--- src/rtl/lrs_pkg.sv ---
`timescale 1ns / 1ps
// ----------------------------------------------------------------------------
// lrs_pkg
// Shared types, constants and the B3/S23 row update for the row step unit.
// ----------------------------------------------------------------------------
package lrs_pkg;

  localparam int COLS   = 64;               // widest grid row
  localparam int CNT_W  = 7;                // column count register width
  localparam int QDEPTH = 2;                // entries between front and back
  localparam int QA_W   = $clog2(QDEPTH);

  typedef logic [COLS-1:0]  row_t;
  typedef logic [CNT_W-1:0] cnt_t;

  // One queued request: three rows for the first result, done flag of that
  // result, and whether a second (final row) result follows.
  typedef struct packed {
    row_t above;
    row_t here;
    row_t below;
    logic done;
    logic second;
  } job_t;

  // Active column mask, count clamped to COLS.
  function automatic row_t active_mask(input cnt_t n);
    row_t m;
    if (n >= cnt_t'(COLS)) begin
      m = '1;
    end else begin
      m = (row_t'(1) << n) - row_t'(1);
    end
    return m;
  endfunction

  // Next generation of row h with neighbor rows a and b; outside is dead.
  function automatic row_t next_gen(input row_t a, input row_t h, input row_t b,
                                    input row_t mask);
    logic [COLS+1:0] ap;
    logic [COLS+1:0] hp;
    logic [COLS+1:0] bp;
    logic [3:0]      n;
    row_t            r;
    ap = {1'b0, a, 1'b0};
    hp = {1'b0, h, 1'b0};
    bp = {1'b0, b, 1'b0};
    for (int c = 0; c < COLS; c++) begin
      n = 4'(ap[c]) + 4'(ap[c+1]) + 4'(ap[c+2])
        + 4'(hp[c]) + 4'(hp[c+2])
        + 4'(bp[c]) + 4'(bp[c+1]) + 4'(bp[c+2]);
      r[c] = (n == 4'd3) || (h[c] && (n == 4'd2));
    end
    return r & mask;
  endfunction

endpackage

--- src/rtl/lrs_front.sv ---
`timescale 1ns / 1ps
// ----------------------------------------------------------------------------
// lrs_front
// Accepts rows, keeps the two rows in flight and queues result requests.
// ----------------------------------------------------------------------------
module lrs_front (
  input  logic           clk,
  input  logic           rst_n,
  input  logic           push,
  input  logic           q_full,
  input  lrs_pkg::row_t  in_row_bits,
  input  logic           in_last_row,
  input  lrs_pkg::row_t  mask,
  output logic           job_push,
  output lrs_pkg::job_t  job
);

  logic          held_r, held_nxt;
  lrs_pkg::row_t prev_r, prev_nxt;
  lrs_pkg::row_t mid_r, mid_nxt;
  lrs_pkg::row_t cur;
  logic          acc;

  assign acc = push && !q_full;
  assign cur = in_row_bits & mask;

  // classify the row and update the row window
  always_comb begin
    held_nxt = held_r;
    prev_nxt = prev_r;
    mid_nxt  = mid_r;
    job_push = 1'b0;
    job      = '0;
    if (acc) begin
      if (!held_r) begin
        if (in_last_row) begin
          // single-row grid: one result, dead rows around it
          job_push = 1'b1;
          job.here = cur;
          job.done = 1'b1;
        end else begin
          held_nxt = 1'b1;
          prev_nxt = '0;
          mid_nxt  = cur;
        end
      end else begin
        job_push    = 1'b1;
        job.above   = prev_r;
        job.here    = mid_r;
        job.below   = cur;
        job.second  = in_last_row;
        if (in_last_row) begin
          held_nxt = 1'b0;
          prev_nxt = '0;
          mid_nxt  = '0;
        end else begin
          prev_nxt = mid_r;
          mid_nxt  = cur;
        end
      end
    end
  end

  always_ff @(posedge clk) begin
    if (!rst_n) begin
      held_r <= 1'b0;
      prev_r <= '0;
      mid_r  <= '0;
    end else begin
      held_r <= held_nxt;
      prev_r <= prev_nxt;
      mid_r  <= mid_nxt;
    end
  end

endmodule

--- src/rtl/lrs_queue.sv ---
`timescale 1ns / 1ps
// ----------------------------------------------------------------------------
// lrs_queue
// Short request queue that decouples the front from the back.
// ----------------------------------------------------------------------------
module lrs_queue (
  input  logic           clk,
  input  logic           rst_n,
  input  logic           wr_en,
  input  lrs_pkg::job_t  wr_job,
  input  logic           rd_en,
  output lrs_pkg::job_t  rd_job,
  output logic           q_full,
  output logic           q_empty
);

  localparam int unsigned LAST = lrs_pkg::QDEPTH - 1;

  lrs_pkg::job_t                mem_r [lrs_pkg::QDEPTH];
  logic [lrs_pkg::QA_W-1:0]     wp_r, wp_nxt;
  logic [lrs_pkg::QA_W-1:0]     rp_r, rp_nxt;
  logic [lrs_pkg::QA_W:0]       cnt_r, cnt_nxt;
  logic                         do_wr, do_rd;

  assign q_full  = (cnt_r == (lrs_pkg::QA_W+1)'(lrs_pkg::QDEPTH));
  assign q_empty = (cnt_r == '0);
  assign do_wr   = wr_en && !q_full;
  assign do_rd   = rd_en && !q_empty;
  assign rd_job  = mem_r[rp_r];

  // pointer and fill count update
  always_comb begin
    wp_nxt  = wp_r;
    rp_nxt  = rp_r;
    cnt_nxt = cnt_r;
    if (do_wr) begin
      wp_nxt = (wp_r == lrs_pkg::QA_W'(LAST)) ? '0 : wp_r + 1'b1;
    end
    if (do_rd) begin
      rp_nxt = (rp_r == lrs_pkg::QA_W'(LAST)) ? '0 : rp_r + 1'b1;
    end
    if (do_wr && !do_rd) begin
      cnt_nxt = cnt_r + 1'b1;
    end else if (do_rd && !do_wr) begin
      cnt_nxt = cnt_r - 1'b1;
    end
  end

  always_ff @(posedge clk) begin
    if (!rst_n) begin
      wp_r  <= '0;
      rp_r  <= '0;
      cnt_r <= '0;
    end else begin
      wp_r  <= wp_nxt;
      rp_r  <= rp_nxt;
      cnt_r <= cnt_nxt;
    end
  end

  // payload storage, no reset
  always_ff @(posedge clk) begin
    if (do_wr) begin
      mem_r[wp_r] <= wr_job;
    end
  end

endmodule

--- src/rtl/lrs_back.sv ---
`timescale 1ns / 1ps
// ----------------------------------------------------------------------------
// lrs_back
// Computes one next-generation row per cycle from the queue head, while the
// output register is free or being popped, and holds it there until popped.
// ----------------------------------------------------------------------------
module lrs_back (
  input  logic           clk,
  input  logic           rst_n,
  input  logic           q_empty,
  input  lrs_pkg::job_t  head,
  input  lrs_pkg::row_t  mask,
  input  logic           pop,
  output logic           q_pop,
  output logic           empty,
  output lrs_pkg::row_t  out_next_row_bits,
  output logic           out_frame_done
);

  logic          phase_r, phase_nxt;
  logic          vld_r, vld_nxt;
  lrs_pkg::row_t data_r, data_nxt;
  logic          done_r, done_nxt;
  logic          load;
  logic          taken;

  assign taken = pop && vld_r;
  assign load  = !q_empty && (!vld_r || taken);
  assign q_pop = load && (phase_r || !head.second);

  // phase 0: middle row result, phase 1: final row result
  always_comb begin
    phase_nxt = phase_r;
    vld_nxt   = vld_r;
    data_nxt  = data_r;
    done_nxt  = done_r;
    if (taken) begin
      vld_nxt = 1'b0;
    end
    if (load) begin
      vld_nxt = 1'b1;
      if (phase_r) begin
        data_nxt  = lrs_pkg::next_gen(head.here, head.below, '0, mask);
        done_nxt  = 1'b1;
        phase_nxt = 1'b0;
      end else begin
        data_nxt  = lrs_pkg::next_gen(head.above, head.here, head.below, mask);
        done_nxt  = head.done;
        phase_nxt = head.second;
      end
    end
  end

  always_ff @(posedge clk) begin
    if (!rst_n) begin
      phase_r <= 1'b0;
      vld_r   <= 1'b0;
    end else begin
      phase_r <= phase_nxt;
      vld_r   <= vld_nxt;
    end
    data_r <= data_nxt;
    done_r <= done_nxt;
  end

  assign empty             = !vld_r;
  assign out_next_row_bits = data_r;
  assign out_frame_done    = done_r;

endmodule

--- src/rtl/life_automaton_row_step_unit.sv ---
`timescale 1ns / 1ps
// ----------------------------------------------------------------------------
// life_automaton_row_step_unit
// One generation of a B3/S23 life grid, streamed one row per request.
// ----------------------------------------------------------------------------
// Usage:
//   Input queue side: drive in_row_bits/in_last_row with push; a row is taken
//   when push is high and full is low. Mark the grid's final row with
//   in_last_row.
//   Result queue side: while empty is low the oldest result is shown on
//   out_next_row_bits/out_frame_done; pop takes it.
//   The first row of a grid gives no result unless it is also the final row;
//   each later row gives the result of the row before it, and the final row
//   adds its own result with out_frame_done set.
//   A released result is written into the request queue and then into the
//   output register, where it shows once that register is free.
//   Throughput: one row per cycle while full is low; a final row gives two
//   results, which the back computes one after the other, so a grid of N
//   rows gives N results. The two-entry request queue absorbs that.
//   Stalls: when pop is held low the output register holds, the queue fills,
//   and full rises; nothing is dropped.
//   Reset: queue, row window and output valid flag are cleared; cols_in_use
//   returns to 64. Column count is written over the APB port at addresses 0
//   to 3 (paddr[2] low); the user must write it only while the block is idle, which the block itself does not enforce.
// ----------------------------------------------------------------------------
module life_automaton_row_step_unit (
  input  logic        clk,
  input  logic        rst_n,
  // input queue
  input  logic        push,
  output logic        full,
  input  logic [63:0] in_row_bits,
  input  logic        in_last_row,
  // result queue
  output logic        empty,
  input  logic        pop,
  output logic [63:0] out_next_row_bits,
  output logic        out_frame_done,
  // configuration
  input  logic        psel,
  input  logic        penable,
  input  logic        pwrite,
  input  logic [2:0]  paddr,
  input  logic [31:0] pwdata,
  output logic [31:0] prdata,
  output logic        pready
);

  localparam logic REG_COLS = 1'b0;   // word index of cols_in_use

  lrs_pkg::cnt_t cols_r, cols_nxt;
  lrs_pkg::row_t mask;
  lrs_pkg::job_t job;
  lrs_pkg::job_t head;
  logic          job_push;
  logic          q_full;
  logic          q_empty;
  logic          q_pop;
  logic          cfg_wr;

  // configuration register
  assign pready = 1'b1;
  assign cfg_wr = psel && penable && pwrite && pready && (paddr[2] == REG_COLS);

  always_comb begin
    cols_nxt = cols_r;
    if (cfg_wr) begin
      cols_nxt = pwdata[lrs_pkg::CNT_W-1:0];
    end
  end

  always_ff @(posedge clk) begin
    if (!rst_n) begin
      cols_r <= lrs_pkg::cnt_t'(lrs_pkg::COLS);
    end else begin
      cols_r <= cols_nxt;
    end
  end

  assign prdata = (paddr[2] == REG_COLS) ? {(32 - lrs_pkg::CNT_W)'(0), cols_r} : '0;
  assign mask   = lrs_pkg::active_mask(cols_r);
  assign full   = q_full;

  lrs_front u_front (
    .clk         (clk),
    .rst_n       (rst_n),
    .push        (push),
    .q_full      (q_full),
    .in_row_bits (in_row_bits),
    .in_last_row (in_last_row),
    .mask        (mask),
    .job_push    (job_push),
    .job         (job)
  );

  lrs_queue u_queue (
    .clk     (clk),
    .rst_n   (rst_n),
    .wr_en   (job_push),
    .wr_job  (job),
    .rd_en   (q_pop),
    .rd_job  (head),
    .q_full  (q_full),
    .q_empty (q_empty)
  );

  lrs_back u_back (
    .clk               (clk),
    .rst_n             (rst_n),
    .q_empty           (q_empty),
    .head              (head),
    .mask              (mask),
    .pop               (pop),
    .q_pop             (q_pop),
    .empty             (empty),
    .out_next_row_bits (out_next_row_bits),
    .out_frame_done    (out_frame_done)
  );

endmodule

--- config.mk ---
export PLATFORM = sky130hd
export DESIGN_NAME = life_automaton_row_step_unit
export DESIGN_NICKNAME = d
export VERILOG_FILES = /design/src/rtl/lrs_pkg.sv /design/src/rtl/lrs_front.sv /design/src/rtl/lrs_queue.sv /design/src/rtl/lrs_back.sv /design/src/rtl/life_automaton_row_step_unit.sv
export SDC_FILE = /design/constraint.sdc
export NUM_CORES = 2
export LEC_CHECK = 0
export ABC_AREA = 1
export BUFFER_PORTS_ARGS = -buffer_cell sky130_fd_sc_hd__buf_2
export CAP_MARGIN = 20
export CELL_PAD_IN_SITES_DETAIL_PLACEMENT = 0
export CELL_PAD_IN_SITES_GLOBAL_PLACEMENT = 1
export CORE_MARGIN = 4
export CORE_UTILIZATION = 49
export DETAILED_ROUTE_END_ITERATION = 8
export GPL_TIMING_DRIVEN = 0
export PLACE_DENSITY_LB_ADDON = 0.1
export SLEW_MARGIN = 5
export SYNTH_ARGS = -nofsm -noshare
export SYNTH_HDL_FRONTEND = slang
export SYNTH_SLANG_ARGS = --single-unit
--- constraint.sdc ---
create_clock -name clk -period 11.5 [get_ports clk]
set_clock_uncertainty 0.05 [all_clocks]
set_input_delay 1.15 -clock clk [delete_from_list [all_inputs] [get_ports clk]]
set_output_delay 1.15 -clock clk [all_outputs]
set_load 0.05 [all_outputs]
* Word level (Yosys, flattened, before mapping) *
Memory sizes are Yosys's and may differ from the RTL's. A register that Yosys moved wholly into a read port is not among the register bits.
Cells that the tools add are included.

cells by class
  equal/unequal tests = 258
  add/sub/neg operators = 697
  muxes and demuxes = 31
  $lt $le $gt $ge = 1
  shift-type cells = 1
  bitwise operators = 4
  divide/modulo/power cells = 0
  reduce and logical (&&, ||, !) cells = 279
  $mul = 0

operators with widths
  cell                                                number
  adder 4 x 1 -> 4 bit                                566
  == test 4 x 2 -> 1 bit, second input constant       256
  two-way mux 64 bit                                  12
  adder 1 x 1 -> 2 bit                                126
  two-way mux 194 bit                                 1
  bitwise AND 64 bit                                  3
  logical AND 1 bit                                   139
  logical OR 1 bit                                    130
  << shifter 1 x 7 -> 64 bit, first input constant    1
  subtractor 64 x 1 -> 64 bit, second input constant  1
  two-way mux 1 bit                                   15
  >= comparator 7 bit, second input constant          1
  two-way mux 7 bit                                   1
  logical NOT 1 bit                                   6
  two-way mux 2 bit                                   2
  nonzero test 2 bit                                  2
  adder 1 bit, second input constant                  2
  adder 2 x 1 -> 2 bit, second input constant         1
  == test 2 bit, second input constant                1
  logical NOT 2 bit                                   1
  != test 2 x 1 -> 1 bit, second input constant       1
  AND reduction 2 bit                                 1
  subtractor 2 x 1 -> 2 bit, second input constant    1
  NOT 1 bit                                           1

word-level totals
  memories kept = 1
  input port bits = 107
  output and inout port bits = 100
  logic and storage cells = 1283
  bits in writable memories = 388
  bits in read-only memories = 0
  bits in registers = 207
  bits in latches = 0

memory list
  memory         depth  width  read ports  clocked after Yosys merged registers in  wr ports  RTL line         source
  u_queue.mem_r  2      194    1           1                                        1         lrs_queue.sv:19  lrs_pkg::job_t mem_r [lrs_pkg::QDEPTH];

* Depth between registers and ports, before layout *
  word-level depth = 12
  depth in mapped cells = 20

* Cells and area by module *
From an unflattened synthesis, not the netlist that was laid out.

second synthesis, totals
  cell total of the unflattened synthesis = 4715
  area, all modules = 44122.3 µm²

by module, submodules not included
  module                        cells each  area an instance (µm²)  times used  seq. area each (µm²)
  lrs_back                      2299        19160.9                 1           1991.9
  lrs_queue                     642         14910.6                 1           11751.3
  lrs_front                     1140        7051.8                  1           2582.5
  life_automaton_row_step_unit  634         2999.1                  1           140.1

* Worst setup path before layout *
Ideal clock, no wire load.

  path type = input -> register
  start = input port push
  end = memory u_queue.mem_r[1][0] (netlist bit), enable pin
  path slack = 1116 ps
  path buffers = 0
  stages = 4
  arrival time = 9582 ps
  cells stage by stage = o21ai_1 > nor2_1 > nor2_1 > nor2_1

on the way
  word-level cells in the longest chain between the ends = 5

ends and longest elaborated chain
  what                                     RTL line                            source
  start, declared                          life_automaton_row_step_unit.sv:30  input logic push,
  logical AND 1 bit                        lrs_front.sv:24                     assign acc = push && !q_full;
  two-way mux 1 bit                        lrs_front.sv:34                     if (acc) begin
  logical AND 1 bit                        lrs_queue.sv:27                     assign do_wr = wr_en && !q_full;
  two-way mux 1 bit                        lrs_queue.sv:63                     if (do_wr) begin
  two-way mux 1 bit (not written as such)  lrs_queue.sv:64                     mem_r[wp_r] <= wr_job;
  end, declared                            lrs_queue.sv:19

No other way between the ends.

==> results by group <==
Synthesis
  • Synth top area cells: edfxtp_1, fa_1, ha_1, nand2_1, inv_1
  • Post-synth top area share: about 31%
  • Synthesized cell area: roughly 44000 µm²
  • Post-synth top area cell: edfxtp_1
  • Synthesized flop and latch total: roughly 600
  • Count of cell types in the netlist: between 60 and 70
  • Ys async rst share: 0%
  • Seq/Total Area, Yosys: a little under two fifths
  • Main synth FF type: edfxtp_1
  • Post-Syn Instances: 4929
  • Yosys warnings: 0
  • Syn avg cell area: about 9.0 µm²
  • Post-synth EDFFs: 453

STA
  • Slew headroom: between 10% and 20%
  • Worst hold margin: roughly 0.40 ns
  • Final Hold Vio Count: 0
  • Final Slew Violations: 0
  • Maximum operating frequency: 0.136 GHz
  • Tcrit/Tclk final: a little under two thirds
  • RSZ-0062 raised after global routing: no
  • Min Tclk post-route: ~7.3 ns
  • Slew @ Worst Pin: about 1.2 ns
  • Final setup viols: 0

Global route
  • Initial antenna violation count: 4
  • M2 GR Usage: 49.9%
  • Vias in the first global route: 34200
  • M3 GR Usage: 3.41%
  • Total GRT Usage: between 30 and 40%
  • Most Used Layer, Global Route: met2
  • Met1 usage: approximately 44%
  • First-pass GRT wire length: around 220000 µm
  • Gr ovfl total: 0
  • Largest net degree at the start of global routing: 32

Clock tree
  • CTS Root Buffer Type: clkbuf_16
  • TritonCTS clock tree: built
  • Worst-path clk slew: 0.06 ns
  • Resized Gates After CTS: 0
  • Clock buffer depth: 3
  • TritonCTS buffer count: about 70
  • H-tree levels: 3
  • CTS sink cnt: between 500 and 600
  • Hold_buf cts: 0
  • Clk_lat worst skew: between 0.6 and 0.7 ns
  • Setup Buffers After CTS: 0

Floorplanning
  • Die Area: 95100 µm²
  • Core Region: approximately 90000 µm²
  • I/O pins: 207
  • # rows: about 110
  • Starting density of the core: 49.7%
  • Die Ht: between 300 and 400 µm
  • DIE WIDTH: 308 µm

Worst setup path
  • Worst reg-to-reg path cell count: 19
  • Crit. End Element: register
  • Worst EP arrival: 7.57 ns
  • Crit Path Category: reg2reg
  • Crit path max fanout: 10
  • WP data required: 11.72 ns
  • CP startpoint kind: register

Placed design
  • RePlAce Congestion: 0.986
  • Placed Area: roughly 47000 µm²
  • Post-DP HPWL: 115000 µm
  • Port-buffer cells: 152

Layout
  • Post-route cell area: slightly below 50000 µm²
  • Fill cell count: 8286
  • Fin nets: roughly 6000
  • Area Overhead vs Synth: 12.0%
  • Share of cells above drive strength 1: approximately 10%

Route
  • DR iter-0 viols: between 3000 and 4000
  • Antenna-violating nets left: 0
  • WL/cell: around 23 µm
  • Remaining DRCs: 0
  • Pre-Repair DR Iteration Count: 5
  • Vias per cell: around 5.4
  • DR vias: 34700
  • WL final: roughly 150000 µm

Job
  • Max capacitance violation total: 0

Worst hold path
  • HP Class: reg2reg
  • Hold Path Cell Cnt: 1
  • HP Start: u_queue.rp_r$_SDFFE_PN0P_

Status
  • Status: finished, final reports clean
==> cell type report <==
cell class                      count  area, µm²  area share [%]
Sequential cell                   596      16500            33.2
Multi-Input combinational cell   3231      23500            47.4
Clock inverter                     31        279           0.563
Clock buffer                      101       2140            4.31
Timing Repair Buffer              185       1320            2.66
Buffer                            200        902            1.82
Inverter                          926       3480            7.03
Tap cell                         1165       1460            2.94
Antenna cell                        2       5.00          0.0101
==> worst max-delay path: stages (launching register included) <==
cell and delay (ns):
dfxtp_1 0.52, inv_1 0.20, clkbuf_1 0.46, clkbuf_1 0.90, clkbuf_1 0.70, or2_2 0.22, o21ai_0 0.18, inv_1 0.20
ha_1 0.25, inv_1 0.07, fa_1 0.43, fa_1 0.50, inv_1 0.06, fa_1 0.41, inv_1 0.08, fa_1 0.42
nor2_1 0.10, nand2_1 0.07, o31a_1 0.38, nor4_1 0.81
==> sequential cells by signal, indices dropped and copies added, names as in the netlist, named ones only <==
| register | count |
|---|---|
| cols_r | 7 |
| u_back.vld_r | 1 |
| u_queue.cnt_r | 2 |
| u_front.mid_r | 64 |
| u_front.prev_r | 64 |
| u_queue.mem_r | 388 |
| u_queue.wp_r | 1 |
| u_front.held_r | 1 |
| u_back.out_next_row_bits | 64 |
| u_back.out_frame_done | 1 |
| u_back.phase_r | 1 |
| u_queue.rp_r | 1 |
==> through the flow <==
step	worst slack [ns]	util [%]	setup TNS, ns	instances
5_1_grt	3.96	55.7	0	6435
6_report	4.15	55.7	0	6437
3_5_place_dp	4.32	52.9	0	6299
4_1_cts	4.27	55.6	0	6431
2_1_floorplan	1.12	-	0	4953
3_3_place_gp	-4.57	52.3	-1756.15	6270
==> layout by cell type (no fill, tap or decap), types with 8 or more instances in the layout <==
cell type / instances
buf_1: 13
nand2_1: 1017
nor2_2: 21
clkinv_1: 11
nor2_1: 484
buf_12: 16
edfxtp_1: 453
ha_1: 320
inv_2: 19
or2_2: 74
nand3_1: 217
nand4_1: 70
clkbuf_16: 79
a221oi_1: 14
o31a_1: 31
o211ai_1: 30
dfxtp_1: 143
nand2_2: 18
clkbuf_1: 147
fa_1: 378
nor2_4: 15
nor4_1: 8
buf_2: 169
buf_4: 29
a21oi_1: 160
nand4_2: 16
a32oi_1: 11
nor3_1: 28
conb_1: 26
o21ai_0: 140
o21ai_1: 46
buf_8: 13
a31oi_1: 31
inv_1: 903
==> per-layer routing <==
| metal | wire (µm) | vias up |
|---|---|---|
| met3 | 9440 | 201 |
| met5 | 7 | - |
| met4 | 4740 | 2 |
| met1 | 64100 | 17100 |
| li1 | - | 16300 |
| met2 | 67300 | 1133 |
==> final timing paths <==
kind,end,slack (ns)
worst max register to register,u_back.out_next_row_bits[21]$_DFFE_PP_,4.15
worst max-delay path,u_back.out_next_row_bits[21]$_DFFE_PP_,4.15
worst min-delay path,u_queue.rp_r$_SDFFE_PN0P_,0.40
worst min register to register,u_queue.rp_r$_SDFFE_PN0P_,0.40
==> cells by family (layout without fill, tap and decap cells) <==
kind of cell | after synthesis | count (layout) | synth area share [%]
muxes | 1 | 1 | 0.0226
adders and majority gates | 698 | 698 | 26.2
DFF | 596 | 596 | 37.2
AOI/OAI and AO/OA | 507 | 507 | 6.79
and+or+nand+nor | 1998 | 1998 | 19.8
xor gates and xnor gates | 1 | 1 | 0.0198
other | 2 | 28 | 0.0170
buffers and inverters | 1126 | 1443 | 9.89
==> Yosys cell counts (8+ instances only) <==
master and count:
nand2_1 1017, inv_1 903, nor2_1 487, edfxtp_1 453, fa_1 378, ha_1 320, nand3_1 217, a21oi_1 160
dfxtp_1 143, o21ai_0 140, clkbuf_1 139, or2_2 74, nand4_1 70, o21ai_1 46, a31oi_1 31, o31a_1 31
o211ai_1 30, buf_4 29, nor3_1 28, nor2_2 21, inv_2 19, nand2_2 18, buf_1 16, nand4_2 16
a221oi_1 14, buf_2 14, nor2_4 12, a32oi_1 11, nor4_1 8
Power is left out: the tool's default activity adds up to more than one toggle a clock period on the data nets, which glitch-free logic cannot reach.
